===== src/rtl/core/lms_pkg.sv =====
// Package for the LMS adaptive notch: microcode format, program and register indexes.
`timescale 1ns / 1ps
package lms_pkg;

    // Configuration register indexes
    localparam logic CFG_ENABLE = 1'b0;
    localparam logic CFG_STEP   = 1'b1;

    // Reset value of the adaptation rate (about 0.04 in Q0.16)
    localparam logic [15:0] STEP_RESET = 16'd2621;

    // Datapath operation of one microcode step
    typedef enum logic [2:0] {
        OP_IDLE,
        OP_MAC_MUL,
        OP_MAC_ACC,
        OP_ERR,
        OP_MUE,
        OP_UPD_MUL,
        OP_UPD_ACC,
        OP_OUT
    } t_op;

    // Sequencing condition of one microcode step
    typedef enum logic [1:0] {
        CND_NEXT,   // always fall through
        CND_IN,     // hold until a transaction arrives; jump when bypassed
        CND_LOOP,   // jump back until the tap counter hits the last tap
        CND_OUT     // hold until the output register is free, then jump
    } t_cond;

    localparam int UPC_DEPTH = 8;
    typedef logic [2:0] t_upc;

    // Program addresses
    localparam t_upc UPC_WAIT    = 3'd0;
    localparam t_upc UPC_MAC_MUL = 3'd1;
    localparam t_upc UPC_MAC_ACC = 3'd2;
    localparam t_upc UPC_ERR     = 3'd3;
    localparam t_upc UPC_MUE     = 3'd4;
    localparam t_upc UPC_UPD_MUL = 3'd5;
    localparam t_upc UPC_UPD_ACC = 3'd6;
    localparam t_upc UPC_OUT     = 3'd7;

    typedef struct packed {
        t_op   op;
        t_cond cond;
        t_upc  target;
    } t_uword;

    // Control store
    localparam t_uword UCODE [UPC_DEPTH] = '{
        '{op: OP_IDLE,    cond: CND_IN,   target: UPC_OUT},
        '{op: OP_MAC_MUL, cond: CND_NEXT, target: UPC_WAIT},
        '{op: OP_MAC_ACC, cond: CND_LOOP, target: UPC_MAC_MUL},
        '{op: OP_ERR,     cond: CND_NEXT, target: UPC_WAIT},
        '{op: OP_MUE,     cond: CND_NEXT, target: UPC_WAIT},
        '{op: OP_UPD_MUL, cond: CND_NEXT, target: UPC_WAIT},
        '{op: OP_UPD_ACC, cond: CND_LOOP, target: UPC_UPD_MUL},
        '{op: OP_OUT,     cond: CND_OUT,  target: UPC_WAIT}
    };

endpackage


===== src/rtl/core/lms_adaptive_notch_unit.sv =====
// LMS adaptive notch filter: microcoded sequencer around a multiply-add datapath.
//
// Input channel i_in_valid / o_in_ready carries one Q1.15 sample per transaction;
// output channel o_out_valid / i_out_ready returns one Q1.15 prediction error per
// input. i_cfg_wr_en writes register i_cfg_addr (0 enable, 1 step size) from
// i_cfg_data with no handshake; write only while the block is idle.
// Enabled: each sample runs through the prediction pass, the error step, the
// step-size product and the weight-update pass, each pass a multiply step and an
// accumulate step per tap; no new sample is taken until its error is in the
// output register. Disabled: the sample skips to the output step and comes back
// unchanged; the next sample is taken once it is in the output register.
// Weights and history live in rotating registers read at the head only.
// Reset (synchronous, active low) clears weights, history and output valid,
// disables the filter and loads the default step size.
// A stalled receiver holds the result in the output register; the sequencer
// waits in its output step and takes no new sample until that register frees.
`timescale 1ns / 1ps
module lms_adaptive_notch_unit
    import lms_pkg::*;
#(
    parameter int TAPS = 8
) (
    input  logic               i_clk,
    input  logic               i_rst_n,
    input  logic               i_in_valid,
    output logic               o_in_ready,
    input  logic signed [15:0] i_sample_in,
    output logic               o_out_valid,
    input  logic               i_out_ready,
    output logic signed [15:0] o_sample_out,
    input  logic               i_cfg_wr_en,
    input  logic               i_cfg_addr,
    input  logic        [15:0] i_cfg_data
);

    localparam int CNT_W   = $clog2(TAPS);
    localparam int PROD_W  = 40;
    localparam int ACC_W   = PROD_W + CNT_W;
    localparam int ERR_W   = ACC_W + 2;
    localparam int MUE_W   = 33;
    localparam int DLT_W   = MUE_W + 16;
    localparam int WSUM_W  = 26;
    localparam logic [CNT_W-1:0] CNT_LAST = CNT_W'(TAPS - 1);
    localparam logic signed [ERR_W-1:0] ERR_RND = ERR_W'(1) <<< 19;
    localparam logic signed [DLT_W-1:0] DLT_RND = DLT_W'(1) <<< 25;

    // Control and configuration registers
    t_upc                   r_pc, n_pc;
    logic [CNT_W-1:0]       r_cnt, n_cnt;
    logic                   r_out_valid, n_out_valid;
    logic                   r_enable, n_enable;
    logic [15:0]            r_step, n_step;
    logic signed [23:0]     r_w [TAPS];
    logic signed [23:0]     n_w [TAPS];
    logic signed [15:0]     r_h [TAPS];
    logic signed [15:0]     n_h [TAPS];

    // Datapath registers
    logic signed [15:0]     r_x, n_x;
    logic signed [15:0]     r_res, n_res;
    logic signed [15:0]     r_out, n_out;
    logic signed [PROD_W-1:0] r_prod, n_prod;
    logic signed [ACC_W-1:0]  r_acc, n_acc;
    logic signed [MUE_W-1:0]  r_mue, n_mue;
    logic signed [DLT_W-1:0]  r_dlt, n_dlt;

    t_uword                 uw;
    logic                   in_xfer;
    logic                   out_free;
    logic                   cnt_last;
    logic signed [ERR_W-1:0] err_v;
    logic signed [ERR_W-1:0] err_q;
    logic signed [15:0]     err_sat;
    logic signed [DLT_W-1:0] dlt_q;
    logic signed [WSUM_W-1:0] w_sum;
    logic signed [23:0]     w_sat;

    assign uw           = UCODE[r_pc];
    assign o_in_ready   = (r_pc == UPC_WAIT);
    assign in_xfer      = i_in_valid && o_in_ready;
    assign out_free     = !r_out_valid || i_out_ready;
    assign cnt_last     = (r_cnt == CNT_LAST);
    assign o_out_valid  = r_out_valid;
    assign o_sample_out = r_out;

    // Prediction error: round to Q1.15, saturate to 16 bits
    always_comb begin
        err_v = (ERR_W'(r_x) <<< 20) - ERR_W'(r_acc) + ERR_RND;
        err_q = err_v >>> 20;
        if ((err_q[ERR_W-1:15] == '0) || (err_q[ERR_W-1:15] == '1)) begin
            err_sat = err_q[15:0];
        end else if (err_q[ERR_W-1]) begin
            err_sat = 16'sh8000;
        end else begin
            err_sat = 16'sh7FFF;
        end
    end

    // Weight update: round delta to Q4.20, add, saturate to 24 bits
    always_comb begin
        dlt_q = (r_dlt + DLT_RND) >>> 26;
        w_sum = WSUM_W'(r_w[0]) + WSUM_W'(dlt_q);
        if ((w_sum[WSUM_W-1:23] == '0) || (w_sum[WSUM_W-1:23] == '1)) begin
            w_sat = w_sum[23:0];
        end else if (w_sum[WSUM_W-1]) begin
            w_sat = 24'sh800000;
        end else begin
            w_sat = 24'sh7FFFFF;
        end
    end

    // Datapath operation and sequencing for the current control word
    always_comb begin
        n_pc        = r_pc;
        n_cnt       = r_cnt;
        n_out_valid = r_out_valid;
        n_enable    = r_enable;
        n_step      = r_step;
        n_w         = r_w;
        n_h         = r_h;
        n_x         = r_x;
        n_res       = r_res;
        n_out       = r_out;
        n_prod      = r_prod;
        n_acc       = r_acc;
        n_mue       = r_mue;
        n_dlt       = r_dlt;

        if (r_out_valid && i_out_ready) begin
            n_out_valid = 1'b0;
        end

        case (uw.op)
            OP_IDLE: begin
                if (in_xfer) begin
                    n_x   = i_sample_in;
                    n_res = i_sample_in;
                    n_acc = '0;
                    n_cnt = '0;
                end
            end
            OP_MAC_MUL: begin
                n_prod = r_w[0] * r_h[0];
            end
            OP_MAC_ACC: begin
                n_acc = r_acc + ACC_W'(r_prod);
                for (int i = 0; i < TAPS - 1; i++) begin
                    n_w[i] = r_w[i+1];
                    n_h[i] = r_h[i+1];
                end
                n_w[TAPS-1] = r_w[0];
                n_h[TAPS-1] = r_h[0];
                n_cnt = cnt_last ? '0 : r_cnt + 1'b1;
            end
            OP_ERR: begin
                n_res = err_sat;
                // shift the new sample into the history
                for (int i = 1; i < TAPS; i++) begin
                    n_h[i] = r_h[i-1];
                end
                n_h[0] = r_x;
            end
            OP_MUE: begin
                n_mue = $signed({1'b0, r_step}) * r_res;
            end
            OP_UPD_MUL: begin
                n_dlt = r_mue * r_h[0];
            end
            OP_UPD_ACC: begin
                for (int i = 0; i < TAPS - 1; i++) begin
                    n_w[i] = r_w[i+1];
                    n_h[i] = r_h[i+1];
                end
                n_w[TAPS-1] = w_sat;
                n_h[TAPS-1] = r_h[0];
                n_cnt = cnt_last ? '0 : r_cnt + 1'b1;
            end
            OP_OUT: begin
                if (out_free) begin
                    n_out_valid = 1'b1;
                    n_out       = r_res;
                end
            end
            default: begin
            end
        endcase

        case (uw.cond)
            CND_NEXT: n_pc = r_pc + 1'b1;
            CND_IN: begin
                if (in_xfer) begin
                    n_pc = r_enable ? r_pc + 1'b1 : uw.target;
                end
            end
            CND_LOOP: n_pc = cnt_last ? r_pc + 1'b1 : uw.target;
            CND_OUT: begin
                if (out_free) begin
                    n_pc = uw.target;
                end
            end
            default: n_pc = UPC_WAIT;
        endcase

        // Configuration writes
        if (i_cfg_wr_en) begin
            case (i_cfg_addr)
                CFG_ENABLE: n_enable = i_cfg_data[0];
                CFG_STEP:   n_step   = i_cfg_data;
                default: begin
                end
            endcase
        end
    end

    // Control state, configuration and filter state
    always_ff @(posedge i_clk) begin
        if (!i_rst_n) begin
            r_pc        <= UPC_WAIT;
            r_cnt       <= '0;
            r_out_valid <= 1'b0;
            r_enable    <= 1'b0;
            r_step      <= STEP_RESET;
            for (int i = 0; i < TAPS; i++) begin
                r_w[i] <= '0;
                r_h[i] <= '0;
            end
        end else begin
            r_pc        <= n_pc;
            r_cnt       <= n_cnt;
            r_out_valid <= n_out_valid;
            r_enable    <= n_enable;
            r_step      <= n_step;
            r_w         <= n_w;
            r_h         <= n_h;
        end
    end

    // Payload registers
    always_ff @(posedge i_clk) begin
        r_x    <= n_x;
        r_res  <= n_res;
        r_out  <= n_out;
        r_prod <= n_prod;
        r_acc  <= n_acc;
        r_mue  <= n_mue;
        r_dlt  <= n_dlt;
    end

endmodule


===== config.mk =====
export PLATFORM = sky130hd
export DESIGN_NAME = lms_adaptive_notch_unit
export DESIGN_NICKNAME = d
export VERILOG_FILES = /design/src/rtl/core/lms_pkg.sv /design/src/rtl/core/lms_adaptive_notch_unit.sv
export SDC_FILE = /design/constraint.sdc
export NUM_CORES = 2
export LEC_CHECK = 0
export ABC_AREA = 1
export BUFFER_PORTS_ARGS = -buffer_cell sky130_fd_sc_hd__buf_2
export CAP_MARGIN = 20
export CORE_MARGIN = 2
export CORE_UTILIZATION = 60
export DETAILED_ROUTE_END_ITERATION = 6
export GPL_ROUTABILITY_DRIVEN = 0
export PLACE_DENSITY = 0.87
export SLEW_MARGIN = 20
export SYNTH_ARGS = -nofsm -noshare
export SYNTH_HDL_FRONTEND = slang
export SYNTH_SLANG_ARGS = --single-unit

===== constraint.sdc =====
create_clock -name i_clk -period 7.6 [get_ports i_clk]
set_clock_uncertainty 0.15 [all_clocks]
set_input_delay 1.52 -clock i_clk [delete_from_list [all_inputs] [get_ports i_clk]]
set_output_delay 1.52 -clock i_clk [all_outputs]
set_load 0.01 [all_outputs]

Yosys cells after proc, flatten, opt, wreduce, memory -nomap -nowiden
Memories as Yosys holds them, arrays and structs flattened. Cells that the tools add are included.

Word-level logic and storage cells: 106. Bits in latches: 0. Memories kept: 1. RAM bits: 0. Memory bits (read-only): 64. Register bits: 557.

Memory list: (no name shown) (words 8, bits a word 8, rd ports 1, clocked after memory_dff 0, write ports 0, RTL line lms_adaptive_notch_unit.sv:78) `assign uw = UCODE[r_pc];`.

Multipliers: 3. Add/sub/neg operators: 7. Bitwise logic cells: 2. $lt $le $gt $ge: 1. Reduce and logical (&&, ||, !) cells: 25. Shifts and indexed selects: 0. Multiplexer cells: 23. Equality and inequality tests: 16. Div/mod/pow operators: 0.

Operators with widths (count): $pmux 192 s2 (1); $pmux 128 s2 (1); $pmux 43 s2 (1); $add 49x27->49 const B (1); $mul 33x16->49 (1); $mux 16 (3); $mux 24 (2); $add 44x21->45 const B (1); $sub 36x43->44 (1); $add 43x40->43 (1); $mux 43 (1); $mul 24x16->40 (1); $mul 17x16->33 (1); $pmux 16 s2 (1); $eq 30x30->1 const B (1); $logic_not 30->1 (1); $add 24x23->25 (1); $eq 3x3->1 const B (6); $mux 3 (6); $mux 8 (2); $reduce_and 2->1 (8); $pmux 3 s4 (1); $reduce_bool 2->1 (5); $logic_not 3->1 (3); 16 further kinds (26).

Logic depth before layout (Yosys ltp)
Word-level depth: 8. Mapped depth: 29. Gate-level depth less buffers: 27.

Worst setup path after synthesis
No wires, ideal clock.

Path type: register to register. From: reg r_h[116] in the netlist's numbering. To: reg r_prod[30] (data pin). Required time: 7191 ps. Arrival time: 5672 ps. Cell stages (with the launch flop): 25. Setup time: 259 ps. Path buffers: 3. Setup slack: 1519 ps. Path through: dfxtp_1 clkbuf_1 clkbuf_1 clkbuf_1 nand2_1 fa_1 inv_1 fa_1 inv_1 fa_1 inv_1 fa_1 fa_1 inv_1 fa_1 inv_1 ha_1 a21oi_1 o21ai_0 o21bai_1 a21oi_1 o21ai_0 nand2_1 nand2_1 xor2_1.

Word-level cells in the longest chain between the ends: 1.

Ends and longest elaborated chain: start: declaration (RTL line lms_adaptive_notch_unit.sv:55) `logic signed [15:0] r_h [TAPS];`; start signal: assignment (RTL line lms_adaptive_notch_unit.sv:234) `r_h <= n_h;`; $mul 24x16->40 (RTL line lms_adaptive_notch_unit.sv:143) `n_prod = r_w[0] * r_h[0];`; end signal: assignment (RTL line lms_adaptive_notch_unit.sv:243) `r_prod <= n_prod;`; end: declaration (RTL line lms_adaptive_notch_unit.sv:62) `logic signed [PROD_W-1:0] r_prod, n_prod;`.

Every way passes these cells. A chain may end at the register's enable or synchronous reset.

Worst setup path in the final report
From: reg r_step[13]. To: reg r_mue[29] (data pin).

Word-level cells in the longest chain between the ends: 1.

Ends and longest elaborated chain: start: declaration (RTL line lms_adaptive_notch_unit.sv:52) `logic [15:0] r_step, n_step;`; start signal: assignment (RTL line lms_adaptive_notch_unit.sv:232) `r_step <= n_step;`; $mul 17x16->33 (RTL line lms_adaptive_notch_unit.sv:164) `n_mue = $signed({1'b0, r_step}) * r_res;`; end signal: assignment (RTL line lms_adaptive_notch_unit.sv:245) `r_mue <= n_mue;`; end: declaration (RTL line lms_adaptive_notch_unit.sv:64) `logic signed [MUE_W-1:0] r_mue, n_mue;`.

Every way passes these cells.

==> results.sh <==
export IMPL_synth_cell_types=55
export IMPL_overflow=0
export IMPL_ant_nets=0
export IMPL_status="complete, but fails checks"
export IMPL_synth_avg_cell_area_um2=7.81
export IMPL_cts_buffers_inserted=55
export IMPL_violations="DRC"
export IMPL_grt_pass1_wl_um=300000
export IMPL_cts_sinks=532
export IMPL_relSlewSlack_pct=15.8
export IMPL_grt_setup_unrepaired="no"
export IMPL_fillers=8716
export IMPL_boundaryPins=56
export IMPL_post_cts_setup_buffers=0
export IMPL_cts_htree_levels=2
export IMPL_first_global_vias=60500
export IMPL_register_area_um2=12600
export IMPL_yosysMostFrequentCell="inv_1"
export IMPL_row_count=123
export IMPL_yosysTopAreaCellShare_pct=31.5
export IMPL_die_y_um=341
export IMPL_die_x_um=341
export IMPL_clk_path_buf_depth=3
export IMPL_period_share_pct=96.0
export IMPL_core_area_um2=112000
export IMPL_reg2reg_slack_ps=300
export IMPL_cap_violations=0
export IMPL_fin_setup_tns_ps=0
export IMPL_post_dp_hpwl_um=140000
export IMPL_clkTransAtPathRegs_ps=90
export IMPL_setup_viol=0
export IMPL_drt_initial_drc_count=6286
export IMPL_fin_nets=9991
export IMPL_cts_root_buf="clkbuf_16"
export IMPL_whs_ps=318
export IMPL_dieArea_um2=116000
export IMPL_path_max_fanout=17
export IMPL_drtPass1Iterations=7
export IMPL_async_flop_share_pct=0
export IMPL_io_buffers=55
export IMPL_antenna_cells=0
export IMPL_cp_start_kind="register"
export IMPL_tightest_slew_ps=1250
export IMPL_synth_area_leaders="fa_1 31%, inv_1 12%, dfxtp_1 10%, nand2_1 9.8%, edfxtp_1 8.3%"
export IMPL_wl_um=184000
export IMPL_worstSetupPathType="reg -> reg"
export IMPL_min_path_type="reg -> reg"
export IMPL_route_detailed_drc=1
export IMPL_synth_area_um2=68000
export IMPL_required_ps=7830
export IMPL_synth_largest_area_cell="fa_1"
export IMPL_cts_tree="yes"
export IMPL_end_kind="register"
export IMPL_fin_crit_ps=7300
export IMPL_vias_per_cell=5.77
export IMPL_fin_util_pct=63.2
export IMPL_seq_area_frac_synth_pct=18.4
export IMPL_multi_input_area_um2=46000
export IMPL_slew_violations=0
export IMPL_synth_flop_cell="dfxtp_1"
export IMPL_syn_num_nets=10200
export IMPL_place_ws_ps=529
export IMPL_ys_ff_latch=532
export IMPL_drive_above_1_share_pct=3.60
export IMPL_initial_utilization_pct=60.4
export IMPL_antenna_found_initial=2
export IMPL_ys_top_cells_by_count="2091 x inv_1, 1782 x nand2_1, 1069 x fa_1, 852 x nor2_1, 432 x ha_1"
export IMPL_grt_max_degree=149
export IMPL_ctsResizeCount=0
export IMPL_post_drt_wl_per_cell_um=18.4
export IMPL_via_count=57700
export IMPL_synth_edf_count=188
export IMPL_ys_warnings_count=0
export IMPL_hold_violations=0
export IMPL_clock_fmax_ghz=0.137
export IMPL_setup_ws_ps=304
export IMPL_area_growth_pct=4.61
export IMPL_clkLatencyLatePin_ps=690
export IMPL_cp_data_arrival_time_ps=7520
export IMPL_grt_usage_pct=32.0
export IMPL_hold_buffers=0
export IMPL_synthCells=8703
worst paths after layout:
path	from	end	depth (start not counted)
setup reg to reg	r_step[13]	r_mue[29]	23
hold / removal	r_w[1]	r_w[25]	2
setup / recovery	r_step[13]	r_mue[29]	23
hold reg to reg	r_w[1]	r_w[25]	2
final cells by class:
cell class,count,area share [%]
repair buffers,121,1.19
inverters,2097,11.1
clock buffers,75,2.25
flip-flops and latches,532,17.6
multi-input cells,5645,64.7
clock inverters,28,0.519
well taps,1500,2.64
cell families after synthesis:
family / after synthesis / share of synthesized area, %
AO/OA/AOI/OAI: 955 / 8.35
XOR/XNOR: 163 / 2.10
adder cells (fa/ha/maj): 1501 / 39.4
buffers and inverters: 2526 / 14.0
flip-flops: 532 / 18.4
AND/OR/NAND/NOR: 3026 / 17.7
state kept, by name, summed over array words and instances, names as in the netlist:
name          count
r_w             192
r_h             128
r_acc            43
r_prod           40
r_mue            33
r_dlt            24
o_sample_out     16
r_res            16
r_step           16
r_x              16
r_cnt             3
r_pc              3
o_out_valid       1
r_enable          1
per-layer routing:
layer | track usage [%] | vias up | share of wire, % | wire length [um]
li1 | - | 25600 | - | -
met1 | 38.8 | 27700 | 35 | 65000
met2 | 52.3 | 3488 | 46 | 85200
met3 | 6.97 | 928 | 11 | 20500
met4 | 20.1 | 0 | 7.2 | 13100
met5 | 0 | - | 0 | 0
through the flow:
stage / area, um^2 / cells
after detailed placement: 69100 / 9894
after CTS: 71100 / 9997
after global routing: 71100 / 9998
after global placement: 69100 / 9894
after floorplan: 68000 / 8703
final: 71100 / 9998
worst max-delay path: stages (launching register included):
cell      delay (ps)
dfxtp_1          890
nand2_1          190
fa_1             580
inv_1             60
fa_1             540
inv_1             60
fa_1             490
inv_1             50
fa_1             540
inv_1             50
fa_1             470
inv_1             50
fa_1             450
ha_1             410
nand2_1          120
inv_1            100
nand2_1           60
nor3_1           260
nand2_1           90
o211ai_1         330
nand3_1          110
nand2_1          120
a21oi_1           90
xnor2_1          700
cells in the final DEF (no fill, tap or decap), drive strengths merged, types with 3 or more instances in the layout:
master,count
xor2,100
nand2,1791
nand3b,3
o31ai,5
edfxtp,188
dfxtp,344
nand4,41
o221a,4
a21boi,8
bufinv,5
nor4,16
a221oi,5
clkbuf,76
o21ai,347
clkinv,14
xnor2,63
a21o,25
or2,18
nor3,150
a211oi,6
and3,6
o221ai,130
o21bai,19
nand3,134
buf,120
fa,1069
ha,432
o211ai,7
a31oi,30
o22ai,6
nor2,863
o21a,29
a21oi,330
inv,2104
Power is left out: the tool's default activity adds up to more than one toggle a clock period on the data nets, which glitch-free logic cannot reach.
